## src/hw/rtl/utf8_stream_decoder_assert.svh

```systemverilog
// Assertion macros for the UTF-8 stream decoder RTL; the back end includes them.
`ifndef UTF8_STREAM_DECODER_ASSERT_SVH
`define UTF8_STREAM_DECODER_ASSERT_SVH

`ifndef ASSERT_OFF
// Property must hold at every rising clock edge outside reset.
`define U8SD_ASSERT(name, clk, rst, prop) \
   name: assert property (@(posedge clk) disable iff (rst) (prop)) \
      else $error("u8sd: assertion failed");
// Condition must never be true outside reset.
`define U8SD_NEVER(name, clk, rst, expr) \
   name: assert property (@(posedge clk) disable iff (rst) !(expr)) \
      else $error("u8sd: forbidden condition");
`else
`define U8SD_ASSERT(name, clk, rst, prop)
`define U8SD_NEVER(name, clk, rst, expr)
`endif

`endif

```

## src/hw/rtl/u8sd_pkg.sv

```systemverilog
// Types shared by the UTF-8 stream decoder modules.
`timescale 1ns / 1ps
`default_nettype none

package u8sd_pkg;

   typedef enum logic [1:0] {
      KIND_SCALAR  = 2'd0,
      KIND_INVALID = 2'd1,
      KIND_ERROR   = 2'd2
   } kind_type;

   typedef struct packed {
      kind_type    kind;
      logic [20:0] code_point;
      logic [31:0] lead_offset;
      logic [31:0] invalid_total;
      logic        message_end;
      logic        run_last;
   } result_type;

   // All results caused by one input byte; second is used only when two is set.
   typedef struct packed {
      logic       two;
      result_type first;
      result_type second;
   } bundle_type;

endpackage

`default_nettype wire

```

## src/hw/rtl/u8sd_front.sv

```systemverilog
// Front end: accepts bytes, runs the UTF-8 sequence state, builds result bundles.
`timescale 1ns / 1ps
`default_nettype none

module u8sd_front
   import u8sd_pkg::*;
#(
   parameter int COUNT_WIDTH = 32
) (
   input  logic       clock,
   input  logic       reset,
   input  logic       byte_valid,
   output logic       byte_ready,
   input  logic [7:0] data_byte,
   input  logic       last_byte,
   input  logic       csr_valid,
   output logic       csr_ready,
   input  logic       csr_data,
   input  logic       queue_full,
   output logic       push,
   output bundle_type push_bundle
);

   localparam logic [COUNT_WIDTH-1:0] CNT_MAX = '1;
   localparam logic [20:0] MAX_SCALAR = 21'h10FFFF;
   localparam logic [20:0] SURR_LO    = 21'h00D800;
   localparam logic [20:0] SURR_HI    = 21'h00DFFF;
   localparam logic [20:0] MIN_LEN2   = 21'h000080;
   localparam logic [20:0] MIN_LEN3   = 21'h000800;
   localparam logic [20:0] MIN_LEN4   = 21'h010000;
   localparam logic [7:0]  CONT_MASK  = 8'hC0;
   localparam logic [7:0]  CONT_TAG   = 8'h80;

   logic                   strict_ff;
   logic [2:0]             exp_len_ff, exp_len_in;
   logic [1:0]             coll_ff, coll_in;
   logic [20:0]            part_ff, part_in;
   logic [COUNT_WIDTH-1:0] start_ff, start_in;
   logic [COUNT_WIDTH-1:0] pos_ff, pos_in;
   logic [COUNT_WIDTH-1:0] inv_ff, inv_in;
   logic                   err_ff, err_in;

   logic       accept;
   logic       used;
   logic       is_cont;
   logic [2:0] coll_sum;
   logic [1:0] n_res;
   result_type res_a, res_b, res_new;

   function automatic logic [COUNT_WIDTH-1:0] bump(input logic [COUNT_WIDTH-1:0] v);
      return (v == CNT_MAX) ? v : v + 1'b1;
   endfunction

   function automatic logic [31:0] low32(input logic [COUNT_WIDTH-1:0] v);
      logic [COUNT_WIDTH+31:0] ext;
      ext = {32'd0, v};
      return ext[31:0];
   endfunction

   function automatic logic good_scalar(input logic [20:0] v, input logic [2:0] len);
      logic [20:0] min_v;
      min_v = (len == 3'd2) ? MIN_LEN2 : ((len == 3'd3) ? MIN_LEN3 : MIN_LEN4);
      return (v >= min_v) && (v <= MAX_SCALAR) && !((v >= SURR_LO) && (v <= SURR_HI));
   endfunction

   function automatic result_type mk(input kind_type k, input logic [20:0] cp,
                                     input logic [31:0] off, input logic [31:0] inv,
                                     input logic fin);
      result_type r;
      r.kind          = k;
      r.code_point    = cp;
      r.lead_offset   = off;
      r.invalid_total = inv;
      r.message_end   = fin;
      r.run_last      = 1'b0;
      return r;
   endfunction

   assign byte_ready = !queue_full;
   assign csr_ready  = 1'b1;
   assign accept     = byte_valid && byte_ready;
   assign is_cont    = (data_byte & CONT_MASK) == CONT_TAG;
   assign coll_sum   = {1'b0, coll_ff} + 3'd1;

   always_comb begin
      exp_len_in = exp_len_ff;
      coll_in    = coll_ff;
      part_in    = part_ff;
      start_in   = start_ff;
      inv_in     = inv_ff;
      err_in     = err_ff;
      used       = 1'b0;
      n_res      = 2'd0;
      res_a      = '0;
      res_b      = '0;
      res_new    = '0;

      if (!err_ff) begin
         // pending sequence: collect or terminate
         if (exp_len_ff != 3'd0) begin
            if (is_cont) begin
               used    = 1'b1;
               part_in = {part_ff[14:0], data_byte[5:0]};
               coll_in = coll_sum[1:0];
               if (coll_sum >= exp_len_ff) begin
                  if (good_scalar(part_in, exp_len_ff)) begin
                     res_new = mk(KIND_SCALAR, part_in, low32(start_ff), low32(inv_in), 1'b0);
                  end else begin
                     inv_in  = bump(inv_in);
                     res_new = mk(strict_ff ? KIND_ERROR : KIND_INVALID, '0, low32(start_ff),
                                  low32(inv_in), strict_ff);
                     if (strict_ff) err_in = 1'b1;
                  end
                  res_a      = res_new;
                  n_res      = 2'd1;
                  exp_len_in = 3'd0;
                  coll_in    = 2'd0;
                  part_in    = '0;
               end
            end else begin
               inv_in     = bump(inv_in);
               res_a      = mk(strict_ff ? KIND_ERROR : KIND_INVALID, '0, low32(start_ff),
                               low32(inv_in), strict_ff);
               n_res      = 2'd1;
               if (strict_ff) err_in = 1'b1;
               exp_len_in = 3'd0;
               coll_in    = 2'd0;
               part_in    = '0;
            end
         end

         // treat the byte as a lead
         if (!used && !err_in) begin
            if (data_byte <= 8'h7F) begin
               res_new = mk(KIND_SCALAR, {13'd0, data_byte}, low32(pos_ff), low32(inv_in), 1'b0);
            end else if (data_byte inside {[8'hC2:8'hDF]}) begin
               exp_len_in = 3'd2;
               part_in    = {16'd0, data_byte[4:0]};
            end else if (data_byte inside {[8'hE0:8'hEF]}) begin
               exp_len_in = 3'd3;
               part_in    = {17'd0, data_byte[3:0]};
            end else if (data_byte inside {[8'hF0:8'hF4]}) begin
               exp_len_in = 3'd4;
               part_in    = {18'd0, data_byte[2:0]};
            end else begin
               inv_in  = bump(inv_in);
               res_new = mk(strict_ff ? KIND_ERROR : KIND_INVALID, '0, low32(pos_ff),
                            low32(inv_in), strict_ff);
               if (strict_ff) err_in = 1'b1;
            end
            if (exp_len_in != 3'd0) begin
               coll_in  = 2'd1;
               start_in = pos_ff;
            end else begin
               if (n_res == 2'd0) res_a = res_new;
               else               res_b = res_new;
               n_res = n_res + 2'd1;
            end
         end

         // flush an unfinished sequence at message end
         if (last_byte && (exp_len_in != 3'd0) && !err_in) begin
            inv_in  = bump(inv_in);
            res_new = mk(strict_ff ? KIND_ERROR : KIND_INVALID, '0, low32(start_in),
                         low32(inv_in), strict_ff);
            if (strict_ff) err_in = 1'b1;
            if (n_res == 2'd0) res_a = res_new;
            else               res_b = res_new;
            n_res      = n_res + 2'd1;
            exp_len_in = 3'd0;
            coll_in    = 2'd0;
            part_in    = '0;
         end
      end

      if (n_res == 2'd1) begin
         res_a.run_last    = 1'b1;
         res_a.message_end = res_a.message_end | last_byte;
      end else if (n_res == 2'd2) begin
         res_b.run_last    = 1'b1;
         res_b.message_end = res_b.message_end | last_byte;
      end

      if (last_byte) begin
         exp_len_in = 3'd0;
         coll_in    = 2'd0;
         part_in    = '0;
         start_in   = '0;
         pos_in     = '0;
         inv_in     = '0;
         err_in     = 1'b0;
      end else begin
         pos_in = bump(pos_ff);
      end
   end

   assign push               = accept && (n_res != 2'd0);
   assign push_bundle.two    = n_res == 2'd2;
   assign push_bundle.first  = res_a;
   assign push_bundle.second = res_b;

   always_ff @(posedge clock) begin
      if (reset) begin
         strict_ff  <= 1'b0;
         exp_len_ff <= 3'd0;
         coll_ff    <= 2'd0;
         part_ff    <= '0;
         start_ff   <= '0;
         pos_ff     <= '0;
         inv_ff     <= '0;
         err_ff     <= 1'b0;
      end else begin
         if (csr_valid) begin
            strict_ff <= csr_data;
         end
         if (accept) begin
            exp_len_ff <= exp_len_in;
            coll_ff    <= coll_in;
            part_ff    <= part_in;
            start_ff   <= start_in;
            pos_ff     <= pos_in;
            inv_ff     <= inv_in;
            err_ff     <= err_in;
         end
      end
   end

endmodule

`default_nettype wire

```

## src/hw/rtl/u8sd_queue.sv

```systemverilog
// Small FIFO of result bundles between the front and back ends.
`timescale 1ns / 1ps
`default_nettype none

module u8sd_queue
   import u8sd_pkg::*;
#(
   parameter int DEPTH = 4
) (
   input  logic       clock,
   input  logic       reset,
   input  logic       push,
   input  bundle_type push_data,
   output logic       full,
   input  logic       pop,
   output logic       not_empty,
   output bundle_type head
);

   localparam int PW = (DEPTH > 1) ? $clog2(DEPTH) : 1;
   localparam int CW = $clog2(DEPTH + 1);
   localparam logic [PW-1:0] LAST_SLOT = PW'(DEPTH - 1);
   localparam logic [CW-1:0] FULL_CNT  = CW'(DEPTH);

   bundle_type    entries_ff [DEPTH];
   logic [PW-1:0] wr_ptr_ff, wr_ptr_in;
   logic [PW-1:0] rd_ptr_ff, rd_ptr_in;
   logic [CW-1:0] count_ff, count_in;

   assign full      = count_ff == FULL_CNT;
   assign not_empty = count_ff != '0;
   assign head      = entries_ff[rd_ptr_ff];

   always_comb begin
      wr_ptr_in = wr_ptr_ff;
      rd_ptr_in = rd_ptr_ff;
      count_in  = count_ff;
      if (push) begin
         wr_ptr_in = (wr_ptr_ff == LAST_SLOT) ? '0 : wr_ptr_ff + 1'b1;
      end
      if (pop) begin
         rd_ptr_in = (rd_ptr_ff == LAST_SLOT) ? '0 : rd_ptr_ff + 1'b1;
      end
      case ({push, pop})
         2'b10:   count_in = count_ff + 1'b1;
         2'b01:   count_in = count_ff - 1'b1;
         default: count_in = count_ff;
      endcase
   end

   always_ff @(posedge clock) begin
      if (reset) begin
         wr_ptr_ff <= '0;
         rd_ptr_ff <= '0;
         count_ff  <= '0;
      end else begin
         wr_ptr_ff <= wr_ptr_in;
         rd_ptr_ff <= rd_ptr_in;
         count_ff  <= count_in;
      end
   end

   always_ff @(posedge clock) begin
      if (push) begin
         entries_ff[wr_ptr_ff] <= push_data;
      end
   end

endmodule

`default_nettype wire

```

## src/hw/rtl/u8sd_back.sv

```systemverilog
// Back end: unpacks bundles into single result beats behind an output register.
`timescale 1ns / 1ps
`default_nettype none
`include "utf8_stream_decoder_assert.svh"

module u8sd_back
   import u8sd_pkg::*;
(
   input  logic        clock,
   input  logic        reset,
   input  logic        q_valid,
   input  bundle_type  head,
   output logic        q_pop,
   output logic        rsp_tvalid,
   input  logic        rsp_tready,
   output logic [87:0] rsp_tdata,  // code_point, lead_offset, invalid_total, run_last, pad
   output logic [1:0]  rsp_tuser,  // kind
   output logic        rsp_tlast
);

   result_type out_ff, out_in;
   logic       out_valid_ff, out_valid_in;
   logic       half_ff, half_in;
   logic       take;

   // load a new beat whenever the output register is free or being drained
   assign take  = q_valid && (!out_valid_ff || rsp_tready);
   assign q_pop = take && (!head.two || half_ff);

   always_comb begin
      out_in       = out_ff;
      half_in      = half_ff;
      out_valid_in = out_valid_ff && !rsp_tready;
      if (take) begin
         out_in       = half_ff ? head.second : head.first;
         out_valid_in = 1'b1;
         half_in      = head.two && !half_ff;
      end
   end

   always_ff @(posedge clock) begin
      if (reset) begin
         out_valid_ff <= 1'b0;
         half_ff      <= 1'b0;
      end else begin
         out_valid_ff <= out_valid_in;
         half_ff      <= half_in;
      end
   end

   always_ff @(posedge clock) begin
      out_ff <= out_in;
   end

   assign rsp_tvalid = out_valid_ff;
   assign rsp_tdata  = {2'b00, out_ff.run_last, out_ff.invalid_total,
                        out_ff.lead_offset, out_ff.code_point};
   assign rsp_tuser  = out_ff.kind;
   assign rsp_tlast  = out_ff.message_end;

   `U8SD_ASSERT(a_half_has_pair, clock, reset, half_ff |-> (q_valid && head.two))
   `U8SD_ASSERT(a_half_follows_take, clock, reset, $rose(half_ff) |-> $past(take))
   `U8SD_NEVER(a_pop_empty, clock, reset, q_pop && !q_valid)

endmodule

`default_nettype wire

```

## src/hw/rtl/utf8_stream_decoder.sv

```systemverilog
// UTF-8 stream decoder top level: front end, bundle queue and back end.
//
// Decodes a UTF-8 message at one byte per clock while the queue is not full. Each byte
// on req_ (tlast marks the final byte of a message) gives zero, one or two result beats
// on rsp_: a scalar value, an invalid-sequence marker, or in strict mode one error beat
// that ends the message. The front end decides everything for a byte in the cycle it is
// accepted and writes its results as one bundle into a QUEUE_DEPTH-entry queue; the back
// end drains one result beat per cycle through an output register while rsp_tready is
// high. A byte with two results holds the output register for both of its beats, and the
// queue absorbs that until it fills, when req_tready drops. strict_mode is written
// through csr_; the user must write it only while the decoder is idle, which the block
// itself does not enforce. Position and error counters are COUNT_WIDTH bits and
// saturate; ports carry their low 32 bits.
`timescale 1ns / 1ps
`default_nettype none

module utf8_stream_decoder
   import u8sd_pkg::*;
#(
   parameter int COUNT_WIDTH = 32,
   parameter int QUEUE_DEPTH = 4
) (
   input  logic        clock,
   input  logic        reset,
   input  logic        req_tvalid,
   output logic        req_tready,
   input  logic [7:0]  req_tdata,   // data_byte
   input  logic        req_tlast,   // last_byte
   output logic        rsp_tvalid,
   input  logic        rsp_tready,
   output logic [87:0] rsp_tdata,   // code_point, lead_offset, invalid_total, run_last, pad
   output logic [1:0]  rsp_tuser,   // kind
   output logic        rsp_tlast,   // message_end
   input  logic        csr_valid,
   output logic        csr_ready,
   input  logic        csr_data     // strict_mode
);

   logic       push, full, pop, not_empty;
   bundle_type push_bundle, head;

   u8sd_front #(
      .COUNT_WIDTH(COUNT_WIDTH)
   ) u_front (
      .clock      (clock),
      .reset      (reset),
      .byte_valid (req_tvalid),
      .byte_ready (req_tready),
      .data_byte  (req_tdata),
      .last_byte  (req_tlast),
      .csr_valid  (csr_valid),
      .csr_ready  (csr_ready),
      .csr_data   (csr_data),
      .queue_full (full),
      .push       (push),
      .push_bundle(push_bundle)
   );

   u8sd_queue #(
      .DEPTH(QUEUE_DEPTH)
   ) u_queue (
      .clock    (clock),
      .reset    (reset),
      .push     (push),
      .push_data(push_bundle),
      .full     (full),
      .pop      (pop),
      .not_empty(not_empty),
      .head     (head)
   );

   u8sd_back u_back (
      .clock     (clock),
      .reset     (reset),
      .q_valid   (not_empty),
      .head      (head),
      .q_pop     (pop),
      .rsp_tvalid(rsp_tvalid),
      .rsp_tready(rsp_tready),
      .rsp_tdata (rsp_tdata),
      .rsp_tuser (rsp_tuser),
      .rsp_tlast (rsp_tlast)
   );

endmodule

`default_nettype wire

```

## config.mk

```make
export PLATFORM = sky130hd
export DESIGN_NAME = utf8_stream_decoder
export DESIGN_NICKNAME = d
export VERILOG_FILES = /design/src/hw/rtl/u8sd_pkg.sv /design/src/hw/rtl/u8sd_front.sv /design/src/hw/rtl/u8sd_queue.sv /design/src/hw/rtl/u8sd_back.sv /design/src/hw/rtl/utf8_stream_decoder.sv
export VERILOG_INCLUDE_DIRS = /design/src /design/src/hw/rtl
export SDC_FILE = /design/constraint.sdc
export NUM_CORES = 1
export LEC_CHECK = 0
export BUFFER_PORTS_ARGS = -buffer_cell sky130_fd_sc_hd__buf_2
export CORE_MARGIN = 2
export CORE_UTILIZATION = 40
export CTS_BUF_LIST = sky130_fd_sc_hd__clkbuf_4
export CTS_CLUSTER_DIAMETER = 150
export DETAILED_ROUTE_END_ITERATION = 12
export PLACE_DENSITY = 0.59
export SYNTH_ARGS = -nofsm -noshare
export SYNTH_HDL_FRONTEND = slang
export SYNTH_SLANG_ARGS = --single-unit
export TNS_END_PERCENT = 10
```

## constraint.sdc

```tcl
create_clock -name clock -period 11.1 [get_ports clock]
set_input_delay 0.555 -clock clock [delete_from_list [all_inputs] [get_ports clock]]
set_output_delay 0.555 -clock clock [all_outputs]
set_load 0.01 [all_outputs]
```

==> results.json <==
{
  "status": "complete, no violations",
  "largest_net_degree_at_the_start_of_global_routing": 156,
  "clock_tree.buffer_depth": 3,
  "first_global_vias": 28500,
  "power.switching_w": 0.00276,
  "tritoncts": "built",
  "grt_first_pass_wirelength_um": 176000,
  "design.portCount": 109,
  "htreeDepth": 4,
  "launching_instance_or_port_of_the_critical_path": "u_front.inv_ff[12]",
  "dp.final_hpwl_um": 69800,
  "timing.final.setup_violations": 0,
  "path_class": "reg2reg",
  "final.setup.worst_slack_ns": 2.27,
  "post_cts_resized": 0,
  "dp_cells": 4499,
  "initial_core_utilization_pct": 40.5,
  "yosysTopAreaCellShare_pct": 57.2,
  "comb_power_share_pct": 20.3,
  "num-nets-final": 3405,
  "hold_violations": 0,
  "clk_latency_ns": 1.17,
  "area_growth_syn_to_layout_pct": 13.0,
  "seq_power_share_pct": 48.4,
  "post_syn_instances": 3109,
  "worst_path_largest_cell_delay_ns": 0.84,
  "number_of_enable_flip_flop_cells_after_synthesis": 801,
  "timing.reg2reg.worst_path_depth": 22,
  "synth.lib_cells_used.distinct": 102,
  "worstPathRequired_ns": 11.93,
  "root_buffer": "sky130_fd_sc_hd__clkbuf_4",
  "critical-path-slowest-cell": "sky130_fd_sc_hd__nor4_1",
  "tritoncts.num_buffers": 235,
  "vias_per_cell": 5.72,
  "syn-cell-area_mm2": 0.0420,
  "totalWireLength_um": 116000,
  "worst_r2r_setup_slack_ns": 2.27,
  "dpl_worst_slack_ns": 2.61,
  "synth.avg_cell_area_um2": 13.5,
  "route.detailed.wl_per_inst_um": 23.5,
  "hold_path.class": "in2reg",
  "dr_total_vias": 28300,
  "worst-path-stages": 22,
  "drtIter0Drc": 2601,
  "critPathMaxFanout": 15,
  "clock_group_share_of_total_power_pct": 31.3,
  "synthDominantAreaCellType": "sky130_fd_sc_hd__edfxtp_1",
  "die-width_um": 328,
  "antenna_found_initial": 3,
  "clkTransAtPathRegs_ns": 0.07,
  "ys_async_sr_fraction_pct": 0,
  "critical_path.n_buffers_inverters": 1,
  "switching_share_pct": 29.5,
  "leakagePower_nw": 16.4,
  "min_period_over_period_pct": 79.5,
  "synth_warnings": 0,
  "critical_path.reg2reg.endpoint": "u_queue.entries_ff[1][103]",
  "setup.worst_path.start_class": "register",
  "critical_path.reg2reg.startpoint": "u_front.inv_ff[12]",
  "netlist_top_cells_area": "sky130_fd_sc_hd__edfxtp_1, sky130_fd_sc_hd__mux4_2, sky130_fd_sc_hd__dfxtp_1",
  "unrepaired_setup_endpoints_after_global_routing": "no",
  "remaining_drcs": 0,
  "die_h_um": 328,
  "cts.sinks": 930,
  "fmax_mhz": 113,
  "setup-tns-final_ns": 0,
  "design.die.area_mm2": 0.108,
  "critical-path-top-delay-family": "simple AND/OR/NAND/NOR gates",
  "gr-usage-all-layers_pct": 21.7,
  "worst-endpoint-arrival_ns": 9.65,
  "time_the_worst_path_needs_with_i_o_delays_and_setup_ns": 8.83,
  "crit_end": "u_queue.entries_ff[1][103]",
  "finalMaxSlewViolations": 0,
  "drt-pass1-iter-count": 6,
  "ys_seq_area_share_pct": 63.3,
  "vdd_ir_drop_max_mv": 0.143,
  "antenna_violating_nets_post_route": 0,
  "endpoint_kind": "register",
  "path_cells": "nand4_1 > nor4_1 > nand3_1 > nand2_1 > nand2_1 > nand2_1 > ha_1 > inv_1 > nor4_1 > nor2_1 > nor4_2 > a31oi_2 > xnor2_1 > ha_1 > o21ai_0 > o22a_1 > a2111oi_2 > and3_1 > and4_4 > nor2_1 > xnor2_1 > a211oi_1",
  "power_report.internal_total_w": 0.00661,
  "max_cap_violations": 0,
  "core_area_mm2": 0.104,
  "buffer_ports.inserted": 105,
  "max-slew-margin-rel_pct": 18.4,
  "grt_remaining_overflow": 0,
  "place.gp.congestion": 0.978,
  "layoutNonFillerInstCount": 4952,
  "post_route_cells_drive_above_1_share_pct": 23.0,
  "timing_worst_slew_pin_value_ns": 1.22,
  "post_synth_top_flop": "sky130_fd_sc_hd__edfxtp_1",
  "yosys_register_bits": 930,
  "std_cell_rows": 118,
  "worst_clock_skew_ns": 0.117,
  "crit_path_frequent_cell": "sky130_fd_sc_hd__nand2_1",
  "power.density_mw_per_mm2": 197
}
==> area by class of cell <==
cell class,instances,area (um^2)
repair buffers,179,1170
clock inverters,65,344
clock buffers,369,2770
inverters,28,110
diodes,5,12.5
well taps,1380,1730
flip-flops and latches,930,26700
fillers,9475,56400
multi-input cells,1996,14700
==> per-layer routing <==
metal | up-vias | wire length, um | track usage [%] | part of all wire, %
met5 | - | 12 | 0 | 0.010
met4 | 2 | 4200 | 9.18 | 3.6
met3 | 295 | 8130 | 4.54 | 7.0
met2 | 1159 | 55000 | 34.6 | 47
met1 | 14200 | 48900 | 28.7 | 42
li1 | 12700 | - | - | -
==> cell families after synthesis <==
logic type / share of synthesized area (%)
DFF: 63.3
xor gates and xnor gates: 2.89
other: 0.0179
adders and majority gates: 0.613
muxes: 9.85
and+or+nand+nor: 11.6
buffers and inverters: 2.25
AOI/OAI and AO/OA: 9.47
==> power groups by stage <==
stage | Combinational [W] | Sequential (W) | Clock, W
finish | 0.00190 | 0.00453 | 0.00293
global route | 0.00208 | 0.00458 | 0.00320
CTS | 0.00197 | 0.00455 | 0.00303
detailed placement | 0.00196 | 0.00462 | 0
global placement | 0.00195 | 0.00461 | 0
floorplan | 0.00118 | 0.00466 | 0
==> state kept, by name, indices dropped and copies added (netlist names), 3 cells and up, named ones only <==
signal,flops
u_queue.count_ff,3
u_queue.entries_ff,712
u_front.pos_ff,32
u_front.part_ff,15
u_front.inv_ff,32
u_back.rsp_tdata,86
u_front.exp_len_ff,3
u_front.start_ff,32
==> cells in the mapped netlist (all sizes together) (20+ instances only) <==
master and instances:
buf 56, and2 27, a31oi 28, a211oi 40
dfxtp 129, or3 20, a22o 32, a22oi 119
nor4 23, o22ai 35, nand3 60, nor3 67
mux4 178, inv 28, clkbuf 156, xor2 59
xnor2 79, a21oi 84, and3 47, nand2 403
o21ai 71, nand4 41, edfxtp 801, nor2 274
==> placed cells by master (no fill, tap or decap), types with 41 or more instances in the layout <==
cell type                  synthesis  final
sky130_fd_sc_hd__nand2_1         403    403
sky130_fd_sc_hd__nor2_1          274    272
sky130_fd_sc_hd__nand3_1          59     59
sky130_fd_sc_hd__mux4_2          178    178
sky130_fd_sc_hd__buf_2            16    104
sky130_fd_sc_hd__a21oi_1          82     81
sky130_fd_sc_hd__edfxtp_1        801    801
sky130_fd_sc_hd__dfxtp_1         129    125
sky130_fd_sc_hd__xor2_1           58     58
sky130_fd_sc_hd__nor3_1           66     65
sky130_fd_sc_hd__and3_1           47     47
sky130_fd_sc_hd__clkbuf_4          0    369
sky130_fd_sc_hd__xnor2_1          79     79
sky130_fd_sc_hd__conb_1            2     59
sky130_fd_sc_hd__clkinv_1          0     41
sky130_fd_sc_hd__a22oi_1         119    119
sky130_fd_sc_hd__o21ai_0          59     59
sky130_fd_sc_hd__nand4_1          41     41
sky130_fd_sc_hd__buf_4             5     57
==> worst min path at each step <==
stage / slack [ns] / start / cells after the start / to
finish: 0.24 / csr_valid / 4 / u_front.strict_ff
global route: 0.15 / csr_valid / 4 / u_front.strict_ff
CTS: 0.09 / csr_valid / 4 / u_front.strict_ff
detailed placement: 0.50 / u_front.coll_ff[1] / 2 / u_front.coll_ff[1]
global placement: 0.50 / u_front.coll_ff[1] / 2 / u_front.coll_ff[1]
floorplan: 0.47 / u_front.coll_ff[1] / 2 / u_front.coll_ff[1]
==> tightest hold or removal path, delay by kind of cell <==
| family | cells | cell delay (ns) |
|---|---|---|
| muxes | 1 | 0.07 |
| and+or+nand+nor | 1 | 0.07 |
| buffers and inverters | 2 | 0.64 |
==> timing repair <==
item,CTS,global route
endpoints found under the hold margin,101,0
buffers inserted,0,0
hold buffers,14,0
==> metrics by stage <==
stage / util [%] / instance area, um^2 / total power (W) / hold WS [ns]
floorplan: - / 42300 / 0.00584 / 0.470
global placement: 42.6 / 44200 / 0.00656 / 0.503
detailed placement: 42.6 / 44200 / 0.00658 / 0.500
CTS: 45.7 / 47500 / 0.00954 / 0.0904
global route: 45.7 / 47500 / 0.00986 / 0.150
finish: 45.7 / 47500 / 0.00937 / 0.244
No activity file was read; power rests on OpenSTA's default activity.
